[config.mk]
export PLATFORM = sky130hd
export DESIGN_NAME = fm_dds_oscillator_top
export DESIGN_NICKNAME = d
export VERILOG_FILES = /design/src/rtl/fmdds_pkg.sv /design/src/rtl/fm_dds_oscillator_top.sv /design/src/rtl/fmdds_cfg.sv /design/src/rtl/fmdds_engine.sv /design/src/rtl/fmdds_outreg.sv
export SDC_FILE = /design/constraint.sdc
export NUM_CORES = 1
export LEC_CHECK = 0
export BUFFER_PORTS_ARGS = -buffer_cell sky130_fd_sc_hd__buf_4
export CAP_MARGIN = 30
export CORE_MARGIN = 3
export CORE_UTILIZATION = 60
export DETAILED_ROUTE_END_ITERATION = 8
export HOLD_SLACK_MARGIN = 0.15
export PLACE_DENSITY = 0.78
export SLEW_MARGIN = 20
export SYNTH_ARGS = -nofsm -noshare
export SYNTH_HDL_FRONTEND = slang
export SYNTH_SLANG_ARGS = --single-unit
[constraint.sdc]
create_clock -name clk -period 6.5 [get_ports clk]
set_input_delay 0.325 -clock clk [delete_from_list [all_inputs] [get_ports clk]]
set_output_delay 0.325 -clock clk [all_outputs]
set_load 0.005 [all_outputs]
[src/rtl/fmdds_pkg.sv]
package fmdds_pkg;

	localparam int unsigned TABLE_ENTRIES = 256;
	localparam int unsigned INDEX_BITS    = $clog2(TABLE_ENTRIES);
	localparam int unsigned SAMPLE_BITS   = 8;
	localparam int unsigned REG_BITS      = 32;
	localparam int unsigned DEPTH_BITS    = 5;
	localparam int unsigned CFG_IDX_BITS  = 2;

	// register map
	localparam logic [CFG_IDX_BITS-1:0] REG_MOD_INC   = 2'd0;
	localparam logic [CFG_IDX_BITS-1:0] REG_CAR_INC   = 2'd1;
	localparam logic [CFG_IDX_BITS-1:0] REG_DEPTH     = 2'd2;

	typedef struct packed {
		logic [REG_BITS-1:0]   mod_inc;
		logic [REG_BITS-1:0]   car_inc;
		logic [DEPTH_BITS-1:0] depth;
	} cfg_t;

	typedef logic [TABLE_ENTRIES-1:0][SAMPLE_BITS-1:0] rom_t;

	// table build constants, Q60 fixed point
	localparam logic [63:0] AngleNum = 64'd62832;
	localparam logic [63:0] Den      = 64'd10000 * 64'(TABLE_ENTRIES);
	localparam logic [63:0] PiQ      = 64'h3243F6A8885A308D;
	localparam logic [63:0] HalfPiQ  = 64'h1921FB54442D1846;
	localparam logic [63:0] TermDiv [15] = '{
		64'd6, 64'd20, 64'd42, 64'd72, 64'd110, 64'd156, 64'd210, 64'd272,
		64'd342, 64'd420, 64'd506, 64'd600, 64'd702, 64'd812, 64'd930
	};

	function automatic logic [63:0] qmul(input logic [63:0] a, input logic [63:0] b);
		logic [127:0] p;
		p = {64'd0, a} * {64'd0, b};
		return p[123:60];
	endfunction

	// {carrier, modulator} for one table entry
	function automatic logic [15:0] sine_entry(input int unsigned i);
		logic [63:0] num, x, r, x2, term, sum, hi, lo, mag, frac, car;
		logic neg;
		num = AngleNum * 64'(i);
		x = (num / Den) << 60;
		r = num % Den;
		for (int b = 59; b >= 0; b--) begin
			r = r << 1;
			if (r >= Den) begin
				r = r - Den;
				x[b] = 1'b1;
			end
		end
		neg = 1'b0;
		for (int n = 0; n < 2; n++) begin
			if (x >= PiQ) begin
				x = x - PiQ;
				neg = ~neg;
			end
		end
		if (x > HalfPiQ)
			x = PiQ - x;
		x2 = qmul(x, x);
		term = x;
		sum = x;
		for (int k = 0; k < 15; k++) begin
			term = qmul(term, x2) / TermDiv[k];
			if (k % 2 == 0)
				sum = sum - term;
			else
				sum = sum + term;
		end
		hi = sum >> 30;
		lo = sum & ((64'd1 << 30) - 64'd1);
		mag = (64'd127 * hi + ((64'd127 * lo) >> 30)) >> 30;
		frac = (64'd127 * sum) & ((64'd1 << 60) - 64'd1);
		if (neg) begin
			car = 64'd128 - mag - {63'd0, frac != 64'd0};
			return {car[7:0], 8'(64'd0 - mag)};
		end
		car = 64'd128 + mag;
		return {car[7:0], mag[7:0]};
	endfunction

	function automatic rom_t build_mod_rom();
		rom_t rom;
		logic [15:0] e;
		for (int unsigned i = 0; i < TABLE_ENTRIES; i++) begin
			e = sine_entry(i);
			rom[i] = e[7:0];
		end
		return rom;
	endfunction

	function automatic rom_t build_car_rom();
		rom_t rom;
		logic [15:0] e;
		for (int unsigned i = 0; i < TABLE_ENTRIES; i++) begin
			e = sine_entry(i);
			rom[i] = e[15:8];
		end
		return rom;
	endfunction

	localparam rom_t MOD_ROM = build_mod_rom();
	localparam rom_t CAR_ROM = build_car_rom();

endpackage

[src/rtl/fm_dds_oscillator_top.sv]
// Output: a result is presented in the cycle after its item is taken.
// Throughput: one item per cycle while item_stall is low; the carrier
// phase update (table read, shift, accumulate) completes in that cycle.
// Reset: phases, registers and the output valid clear asynchronously;
// the sine tables are constant and need no initialization.
module fm_dds_oscillator_top
	import fmdds_pkg::*;
#(
	parameter int unsigned PHASE_BITS = 32
) (
	input  logic                          clk,
	input  logic                          arst_n,
	input  logic                          cfg_valid,
	output logic                          cfg_ready,
	input  logic [CFG_IDX_BITS-1:0]       cfg_index,
	input  logic [REG_BITS-1:0]           cfg_data,
	input  logic                          item_valid,
	output logic                          item_stall,
	input  logic                          tick,
	output logic                          result_valid,
	input  logic                          result_stall,
	output logic [SAMPLE_BITS-1:0]        level,
	output logic signed [SAMPLE_BITS-1:0] mod_sample
);

	cfg_t                   cfg;
	logic                   accept;
	logic                   full;
	logic [SAMPLE_BITS-1:0] level_d;
	logic [SAMPLE_BITS-1:0] mod_d;

	assign item_stall = full;
	assign accept     = item_valid & ~full;

	fmdds_cfg u_cfg (
		.clk       (clk),
		.arst_n    (arst_n),
		.cfg_valid (cfg_valid),
		.cfg_ready (cfg_ready),
		.cfg_index (cfg_index),
		.cfg_data  (cfg_data),
		.cfg       (cfg)
	);

	fmdds_engine #(
		.PHASE_BITS (PHASE_BITS)
	) u_engine (
		.clk     (clk),
		.arst_n  (arst_n),
		.cfg     (cfg),
		.advance (accept & tick),
		.level   (level_d),
		.mod_raw (mod_d)
	);

	fmdds_outreg u_outreg (
		.clk          (clk),
		.arst_n       (arst_n),
		.load         (accept),
		.level_d      (level_d),
		.mod_d        (mod_d),
		.full         (full),
		.result_valid (result_valid),
		.result_stall (result_stall),
		.level        (level),
		.mod_sample   (mod_sample)
	);

endmodule

[src/rtl/fmdds_cfg.sv]
module fmdds_cfg
	import fmdds_pkg::*;
(
	input  logic                    clk,
	input  logic                    arst_n,
	input  logic                    cfg_valid,
	output logic                    cfg_ready,
	input  logic [CFG_IDX_BITS-1:0] cfg_index,
	input  logic [REG_BITS-1:0]     cfg_data,
	output cfg_t                    cfg
);

	cfg_t cfg_q;

	assign cfg_ready = 1'b1;
	assign cfg = cfg_q;

	always_ff @(posedge clk or negedge arst_n) begin
		if (!arst_n) begin
			cfg_q <= '0;
		end else if (cfg_valid) begin
			case (cfg_index)
				REG_MOD_INC: cfg_q.mod_inc <= cfg_data;
				REG_CAR_INC: cfg_q.car_inc <= cfg_data;
				REG_DEPTH:   cfg_q.depth   <= cfg_data[DEPTH_BITS-1:0];
				default: ;
			endcase
		end
	end

endmodule

[src/rtl/fmdds_engine.sv]
module fmdds_engine
	import fmdds_pkg::*;
#(
	parameter int unsigned PHASE_BITS = 32
) (
	input  logic                   clk,
	input  logic                   arst_n,
	input  cfg_t                   cfg,
	input  logic                   advance,
	output logic [SAMPLE_BITS-1:0] level,
	output logic [SAMPLE_BITS-1:0] mod_raw
);

	logic [PHASE_BITS-1:0] mod_phase_q;
	logic [PHASE_BITS-1:0] car_phase_q;
	logic [PHASE_BITS-1:0] mod_inc;
	logic [PHASE_BITS-1:0] car_inc;
	logic [PHASE_BITS-1:0] mod_ext;
	logic [PHASE_BITS-1:0] step;
	logic [INDEX_BITS-1:0] mod_idx;
	logic [INDEX_BITS-1:0] car_idx;

	generate
		if (PHASE_BITS > REG_BITS) begin : g_wide
			assign mod_inc = {{(PHASE_BITS-REG_BITS){1'b0}}, cfg.mod_inc};
			assign car_inc = {{(PHASE_BITS-REG_BITS){1'b0}}, cfg.car_inc};
		end else begin : g_narrow
			assign mod_inc = cfg.mod_inc[PHASE_BITS-1:0];
			assign car_inc = cfg.car_inc[PHASE_BITS-1:0];
		end
	endgenerate

	assign mod_idx = mod_phase_q[PHASE_BITS-1 -: INDEX_BITS];
	assign car_idx = car_phase_q[PHASE_BITS-1 -: INDEX_BITS];
	assign mod_raw = MOD_ROM[mod_idx];
	assign level   = CAR_ROM[car_idx];

	// sign-extended sample, shifted, wraps at the phase width
	assign mod_ext = {{(PHASE_BITS-SAMPLE_BITS){mod_raw[SAMPLE_BITS-1]}}, mod_raw};
	assign step    = car_inc + (mod_ext << cfg.depth);

	always_ff @(posedge clk or negedge arst_n) begin
		if (!arst_n) begin
			mod_phase_q <= '0;
			car_phase_q <= '0;
		end else if (advance) begin
			mod_phase_q <= mod_phase_q + mod_inc;
			car_phase_q <= car_phase_q + step;
		end
	end

endmodule

[src/rtl/fmdds_outreg.sv]
module fmdds_outreg
	import fmdds_pkg::*;
(
	input  logic                          clk,
	input  logic                          arst_n,
	input  logic                          load,
	input  logic [SAMPLE_BITS-1:0]        level_d,
	input  logic [SAMPLE_BITS-1:0]        mod_d,
	output logic                          full,
	output logic                          result_valid,
	input  logic                          result_stall,
	output logic [SAMPLE_BITS-1:0]        level,
	output logic signed [SAMPLE_BITS-1:0] mod_sample
);

	logic                   valid_q;
	logic [SAMPLE_BITS-1:0] level_q;
	logic [SAMPLE_BITS-1:0] mod_q;

	// holding a result the sink has not taken yet
	assign full         = valid_q & result_stall;
	assign result_valid = valid_q;
	assign level        = level_q;
	assign mod_sample   = signed'(mod_q);

	always_ff @(posedge clk or negedge arst_n) begin
		if (!arst_n) begin
			valid_q <= 1'b0;
		end else if (load) begin
			valid_q <= 1'b1;
		end else if (!result_stall) begin
			valid_q <= 1'b0;
		end
	end

	always_ff @(posedge clk) begin
		if (load) begin
			level_q <= level_d;
			mod_q   <= mod_d;
		end
	end

endmodule
==> summary.txt, run 1 <==
Logic synthesis
  • Post-synth EDFFs: 16
  • Synth top area cells: dfrtp_1, ha_1, mux2_2
  • Synthesized flop and latch total: 150
  • Post-Syn Nets: 1724
  • Cell count after synthesis: 1569
  • Seq/Total Area, Yosys: 0.287
  • Syn avg cell area: 8.50 sq um
  • Mapped Area: 13300 sq um
  • Synth top area share: 0.251
  • Most common cell in the synthesized netlist: nand2_1
  • Post-synth ARST share: 0.893
  • Yosys top cell by area: dfrtp_1
  • Warnings, synthesis: 0
  • Post-synth top cells: nand2_1, o21ai_0, dfrtp_1
  • Most used DFF post-synth: dfrtp_1
  • Yosys cell types: 91

Setup path
  • Nature of the critical path endpoint: register
  • Family with the most delay on the worst path: compound AO/OA/AOI/OAI gates
  • Worst EP arrival: 6.56 ns
  • Crit Path Class: register to register
  • Crit-path max FO: 15
  • Crit start category: register
  • Slowest CP cell: dfrtp_1
  • Critical-path cell list: buf_4, nor2_1, a2111oi_0, buf_4, or4_1, a31oi_2, mux2_2, mux4_2, mux2i_1, or2_1, fa_1, inv_1, ha_1, and4_1, o2bb2ai_1, a31oi_1, a31oi_1, o31ai_2, a21boi_1, a221o_1, a21oi_1, xor2_1, o21ai_0
  • Largest stage delay, worst path: 0.65 ns
  • WP buf/inv: 3
  • Required time of the worst setup path: 6.81 ns

Layout
  • # fillers: 1701
  • Share of cells above drive strength 1: 0.155
  • Area of the multi-input gates: 8700 sq um
  • Nets: 1771
  • P&R area growth vs syn: 11.7%
  • Antenna Diode Count: 0
  • Area occupied by registers: 3830 sq um

Clocking
  • CTS tree: yes
  • CTS Buf Count: 17
  • Maximum clock insertion buffer count: 2
  • Clock Sink Count: 150
  • Clock Tree Root: clkbuf_16
  • Worst-path clk slew: 0.07 ns
  • Setup bufs post-CTS: 0
  • Clock Latency Late Sink: 0.44 ns
  • CTS H-tree depth: 4

Floorplanning
  • Die outline width: 155 um
  • Core area: 21400 sq um
  • # IOs: 59
  • FP Rows: 53
  • Chip Height: 155 um
  • Die area: 24100 sq um
  • Starting density of the core: 0.623

Placed design
  • GP Congestion: 0.998
  • DPL Wire Length: 27500 um
  • Port buffer count: 57

Drt
  • Vias: 12200
  • Final ANT Viol Nets: 0
  • DRT Pass-1 Iters: 6
  • WL/cell: 19.8 um
  • First-iteration detailed-routing DRC count: 1059
  • Drt via density: 6.42
  • Routed WL: 37700 um
  • DRC viols: 0

GRT
  • Initial antenna violation count: 0
  • Grt total ovfl: 0
  • Vias in the first global route: 12000
  • Largest net degree at the start of global routing: 80
  • Total track usage: 0.317
  • First-pass GRT wire length: 62100 um

Timing
  • RSZ-0062 raised after global routing: no
  • Final hold viol count: 0
  • Fmax: 0.160 GHz
  • Final setup TNS: 0 ns
  • Final Skew: 0.0199 ns
  • Setup violators final: 0
  • Slew @ Worst Pin: 0.897 ns
  • Max-slew violation count: 0
  • Worst hold margin: 0.160 ns
  • Minimum clock period: 6.25 ns
  • Headroom to the max-slew limit: 0.402
  • Tcrit/Tclk final: 0.962

Power
  • Peak supply drop: 282 uV
  • PwrDens: 624 nW/um^2
  • Leakage power: 6.72 nW

Run
  • Max Cap Viol: 0

Hold path
  • HP Class: input pin to register

Outcome
  • Status: completed
## through the flow
step	setup WS, ns	power, mW	cell area [sq um]	utilization	cells
2_1_floorplan	0.708	6.45	13300	-	1569
6_report	0.247	9.29	14900	0.696	1904
3_3_place_gp	0.239	7.95	14000	0.654	1847
4_1_cts	0.0172	9.11	14800	0.692	1902
5_1_grt	0.0247	10.1	14900	0.696	1904
3_5_place_dp	0.0974	8.05	14000	0.656	1849
## worst paths after layout
check	from	end	slack [ns]	cells after the start
worst max-delay path	u_engine.mod_phase_q[29]$_DFFE_PN0P_	u_engine.car_phase_q[18]$_DFFE_PN0P_	0.25	23
worst min-delay path	cfg_data[7]	u_cfg.cfg[44]$_DFFE_PN0P_	0.16	2
worst max register to register	u_engine.mod_phase_q[29]$_DFFE_PN0P_	u_engine.car_phase_q[18]$_DFFE_PN0P_	0.25	23
worst min register to register	u_engine.car_phase_q[9]$_DFFE_PN0P_	u_engine.car_phase_q[9]$_DFFE_PN0P_	0.48	2
max in group asynchronous	arst_n	u_engine.car_phase_q[28]$_DFFE_PN0P_	5.04	4
min in group asynchronous	arst_n	u_cfg.cfg[44]$_DFFE_PN0P_	0.43	2
## kinds of logic (layout without fill, tap and decap cells)
family / after synthesis / count (layout) / synth area share
AOI/OAI and AO/OA: 510 / 510 / 0.247
and+or+nand+nor: 442 / 442 / 0.154
buffers and inverters: 202 / 262 / 0.0636
adders and majority gates: 115 / 115 / 0.126
xor gates and xnor gates: 51 / 51 / 0.0335
DFF: 150 / 150 / 0.287
muxes: 98 / 98 / 0.0875
other: 1 / 1 / 0.000281
## timing repair
action,in CTS,in global routing
gates resized for setup,0,10
endpoints found under the setup margin,0,13
hold buffers,21,0
endpoints found under the hold margin,97,0
## flip-flops by register name, summed over array words and instances (netlist names)
| register | count |
|---|---|
| u_outreg.result_valid | 1 |
| u_engine.car_phase_q | 32 |
| u_outreg.level | 8 |
| u_engine.mod_phase_q | 32 |
| u_cfg.cfg | 69 |
| u_outreg.mod_sample | 8 |
## where the power goes
group	internal (mW)	total, mW	switching [mW]
sequential	1.30	1.65	0.344
clock	0.536	0.973	0.437
combinational	2.79	6.67	3.89
## cells in the final DEF (no fill, tap or decap), drive strengths merged, types with 33 or more instances in the layout
master and instances:
mux2 76, fa 33, a21o 36, dfrtp 134
inv 109, nand2 174, buf 102, ha 82
nor2 105, o21ai 154, a21oi 116
## final cells by class
type,instances,share of cell area
multi-input combinational,1217,0.584
sequential,150,0.257
timing repair buffer,123,0.0706
clock buffer,18,0.0288
inverter,107,0.0270
tap,275,0.0231
clock inverter,14,0.00907
## routing by layer
layer  vias to the layer above  global-route usage  routed length, um
li1                       5752                   -                  -
met5                         -                   0                  0
met3                        99              0.0364               2510
met1                      5847               0.417              15600
met2                       529               0.535              18200
met4                         0               0.130               1430
Note: power is estimated with default switching activity, not from simulation.
==> inputs of run 2 (changes only) <==
--- a/config.mk
+++ b/config.mk
@@ -5,13 +5,13 @@
 export SDC_FILE = /design/constraint.sdc
 export NUM_CORES = 1
 export LEC_CHECK = 0
-export BUFFER_PORTS_ARGS = -buffer_cell sky130_fd_sc_hd__buf_4
 export CAP_MARGIN = 30
 export CORE_MARGIN = 3
 export CORE_UTILIZATION = 60
 export DETAILED_ROUTE_END_ITERATION = 8
+export DONT_BUFFER_PORTS = 1
 export HOLD_SLACK_MARGIN = 0.15
-export PLACE_DENSITY = 0.78
+export PLACE_DENSITY = 0.76
 export SLEW_MARGIN = 20
 export SYNTH_ARGS = -nofsm -noshare
 export SYNTH_HDL_FRONTEND = slang
==> summary.txt, run 2 (same netlist as run 1, synthesis figures left out) <==
Floorplanning
  • Core area: 21400 sq um (unchanged)
  • Starting density of the core: 0.623 (unchanged)
  • FP Rows: 53 (unchanged)
  • Die outline width: 155 um (unchanged)
  • Die area: 24100 sq um (unchanged)
  • # IOs: 59 (unchanged)
  • Chip Height: 155 um (unchanged)

Timing
  • Minimum clock period: 6.19 ns (-0.0645 ns)
  • Slew @ Worst Pin: 0.947 ns (+0.0505 ns)
  • Final Skew: 0.0121 ns (-0.00785 ns)
  • Fmax: 0.162 GHz (+1.0%)
  • Final setup TNS: 0 ns (unchanged)
  • Max-slew violation count: 0 (unchanged)
  • Setup violators final: 0 (unchanged)
  • Final hold viol count: 0 (unchanged)
  • Headroom to the max-slew limit: 0.368 (-0.0337)
  • Tcrit/Tclk final: 0.952 (-0.00992)

Clocking
  • Setup bufs post-CTS: 0 (unchanged)
  • CTS Buf Count: 17 (unchanged)
  • Maximum clock insertion buffer count: 2 (unchanged)
  • CTS H-tree depth: 4 (unchanged)
  • Clock Latency Late Sink: 0.44 ns (about the same)
  • Clock Tree Root: clkbuf_16
  • Worst-path clk slew: 0.07 ns (about the same)
  • CTS tree: yes
  • Clock Sink Count: 150 (unchanged)

Placed design
  • DP Area: 13500 sq um (-3.7%)
  • Port buffer count: 0 (-100%)
  • GP Congestion: 0.993 (-0.47%)
  • DPL Wire Length: 26300 um (-4.3%)

Setup path
  • Family with the most delay on the worst path: compound AO/OA/AOI/OAI gates
  • Crit-path max FO: 16 (+1)
  • Nature of the critical path endpoint: register
  • WP buf/inv: 4 (+1)
  • Crit Path Class: register to register
  • Worst EP arrival: 6.49 ns (-0.07 ns)
  • Crit start category: register
  • Critical-path cell list: buf_4, nor2_1, a2111oi_0, buf_4, or4_1, a31oi_2, mux2_2, mux4_2, mux2i_2, or2_1, fa_1, inv_1, ha_1, and4_1, o2bb2ai_1, a31oi_2, a31oi_2, o31ai_1, buf_4, a21boi_1, a221o_1, a21oi_1, xor2_1, o21ai_0
  • Flop2flop setup slack: 0.31 ns (+0.06 ns)
  • Worst r2r src: u_engine.mod_phase_q[29]$_DFFE_PN0P_
  • R2r endpoint: u_engine.car_phase_q[18]$_DFFE_PN0P_
  • Largest stage delay, worst path: 0.69 ns (+0.04 ns)
  • Required time of the worst setup path: 6.80 ns (about the same)
  • Worst reg-to-reg path cell count: 24 (+4.3%)
  • Slowest CP cell: a2111oi_0

GRT
  • Vias in the first global route: 11600 (-3.3%)
  • Met2 Usage GRT: 0.502 (-0.0329)
  • Largest net degree at the start of global routing: 135 (+69%)
  • Grt total ovfl: 0 (unchanged)
  • Met1 Use GR: 0.415 (-0.00204)
  • Initial antenna violation count: 1 (+1)
  • GR Util met3: 0.0395 (+0.00306)
  • Total track usage: 0.309 (-0.00775)
  • First-pass GRT wire length: 60500 um (-2.6%)
  • Busiest grt layer: met2

Drt
  • Drt via density: 6.41 (-0.25%)
  • Routed WL: 37000 um (-1.8%)
  • DRC viols: 0 (unchanged)
  • WL/cell: 20.0 um (+0.77%)
  • First-iteration detailed-routing DRC count: 928 (-12%)
  • DRT Pass-1 Iters: 8 (+2)
  • Vias: 11900 (-2.8%)
  • Final ANT Viol Nets: 0 (unchanged)

Layout
  • Fin area: 14600 sq um (-2.2%)
  • Share of cells above drive strength 1: 0.124 (-0.0313)
  • Most frequent cells in the layout: nand2_1, o21ai_0, dfrtp_1
  • Max reg flops: 69 (unchanged)
  • P&R area growth vs syn: 9.31%
  • Nets: 1722 (-2.8%)
  • Most common cell after layout, fill and taps aside: nand2_1
  • # fillers: 1766 (+3.8%)

Hold path
  • WHS Path Cells: 2 (unchanged)
  • HP Class: input pin to register
  • Hold path start: tick
  • Worst Hold End: u_engine.mod_phase_q[25]$_DFFE_PN0P_

Outcome
  • Status: completed

Run
  • Max Cap Viol: 0 (unchanged)
[run 2: cell count changes in the layout (fill, tap and decap cells not counted), moves of 2 or more]
cell	previous run	this run
inv_6	5	3
buf_4	96	35
a31oi_2	1	4
inv_8	2	4
a31oi_1	25	22
dlygate4sd3_1	21	35
dfrtp_1	133	131
[run 2: through the flow]
step | hold WS (ns) | utilization | std cells | setup WS (ns)
5_1_grt | 0.175 | 0.681 | 1856 | -0.0141
3_3_place_gp | 0.0334 | 0.632 | 1785 | 0.163
2_1_floorplan | 0.0294 | - | 1569 | 0.708
3_5_place_dp | 0.0324 | 0.632 | 1785 | 0.0720
6_report | 0.160 | 0.681 | 1856 | 0.312
4_1_cts | 0.157 | 0.676 | 1853 | 0.0597
[run 2: timing repair]
action	CTS	global route
hold endpoints to repair	204	0
pin swaps	0	1
endpoints found under the setup margin	1	14
hold buffers	36	0
gates resized for setup	2	15
[run 2: layer usage]
metal	up-vias	share of wire	wire length, um
met5	-	0	0
met4	0	0.040	1500
met3	74	0.069	2550
met2	508	0.47	17500
met1	5652	0.42	15500
li1	5655	-	-
[run 2: worst max-delay path by stage]
stage                                                    start                                   end  slack (ns)  cells after the start
after floorplan           u_engine.mod_phase_q[24]$_DFFE_PN0P_  u_engine.car_phase_q[18]$_DFFE_PN0P_        0.71                     26
after detailed placement  u_engine.mod_phase_q[24]$_DFFE_PN0P_  u_engine.car_phase_q[18]$_DFFE_PN0P_        0.07                     26
final                     u_engine.mod_phase_q[29]$_DFFE_PN0P_  u_engine.car_phase_q[18]$_DFFE_PN0P_        0.31                     24
after CTS                 u_engine.mod_phase_q[24]$_DFFE_PN0P_  u_engine.car_phase_q[18]$_DFFE_PN0P_        0.06                     28
after global routing      u_engine.mod_phase_q[24]$_DFFE_PN0P_  u_engine.car_phase_q[30]$_DFFE_PN0P_       -0.01                     26
after global placement    u_engine.mod_phase_q[29]$_DFFE_PN0P_  u_engine.car_phase_q[18]$_DFFE_PN0P_        0.16                     24
[run 2: cell type report]
cell class                 instances  area [sq um]  share of cell area
timing repair buffer              74           703              0.0482
multi-input combinational       1217          8730               0.599
inverter                         107           402              0.0275
tap                              275           344              0.0236
antenna                            1          2.50            0.000172
clock inverter                    13           114             0.00781
sequential                       150          3840               0.263
clock buffer                      19           443              0.0304
[run 2: worst reg2reg max path, delay by kind of cell (launching register included)]
kind,cells,cell delay [ns]
XOR/XNOR,1,0.15
adder cells (fa/ha/maj),2,0.69
flip-flops,1,0.59
buffers and inverters,4,0.70
AO/OA/AOI/OAI,10,2.32
AND/OR/NAND/NOR,4,0.57
multiplexers,3,1.02
Power of run 2 is left out: the tool's default activity adds up to more than one toggle a clock period on the data nets, which glitch-free logic cannot reach.
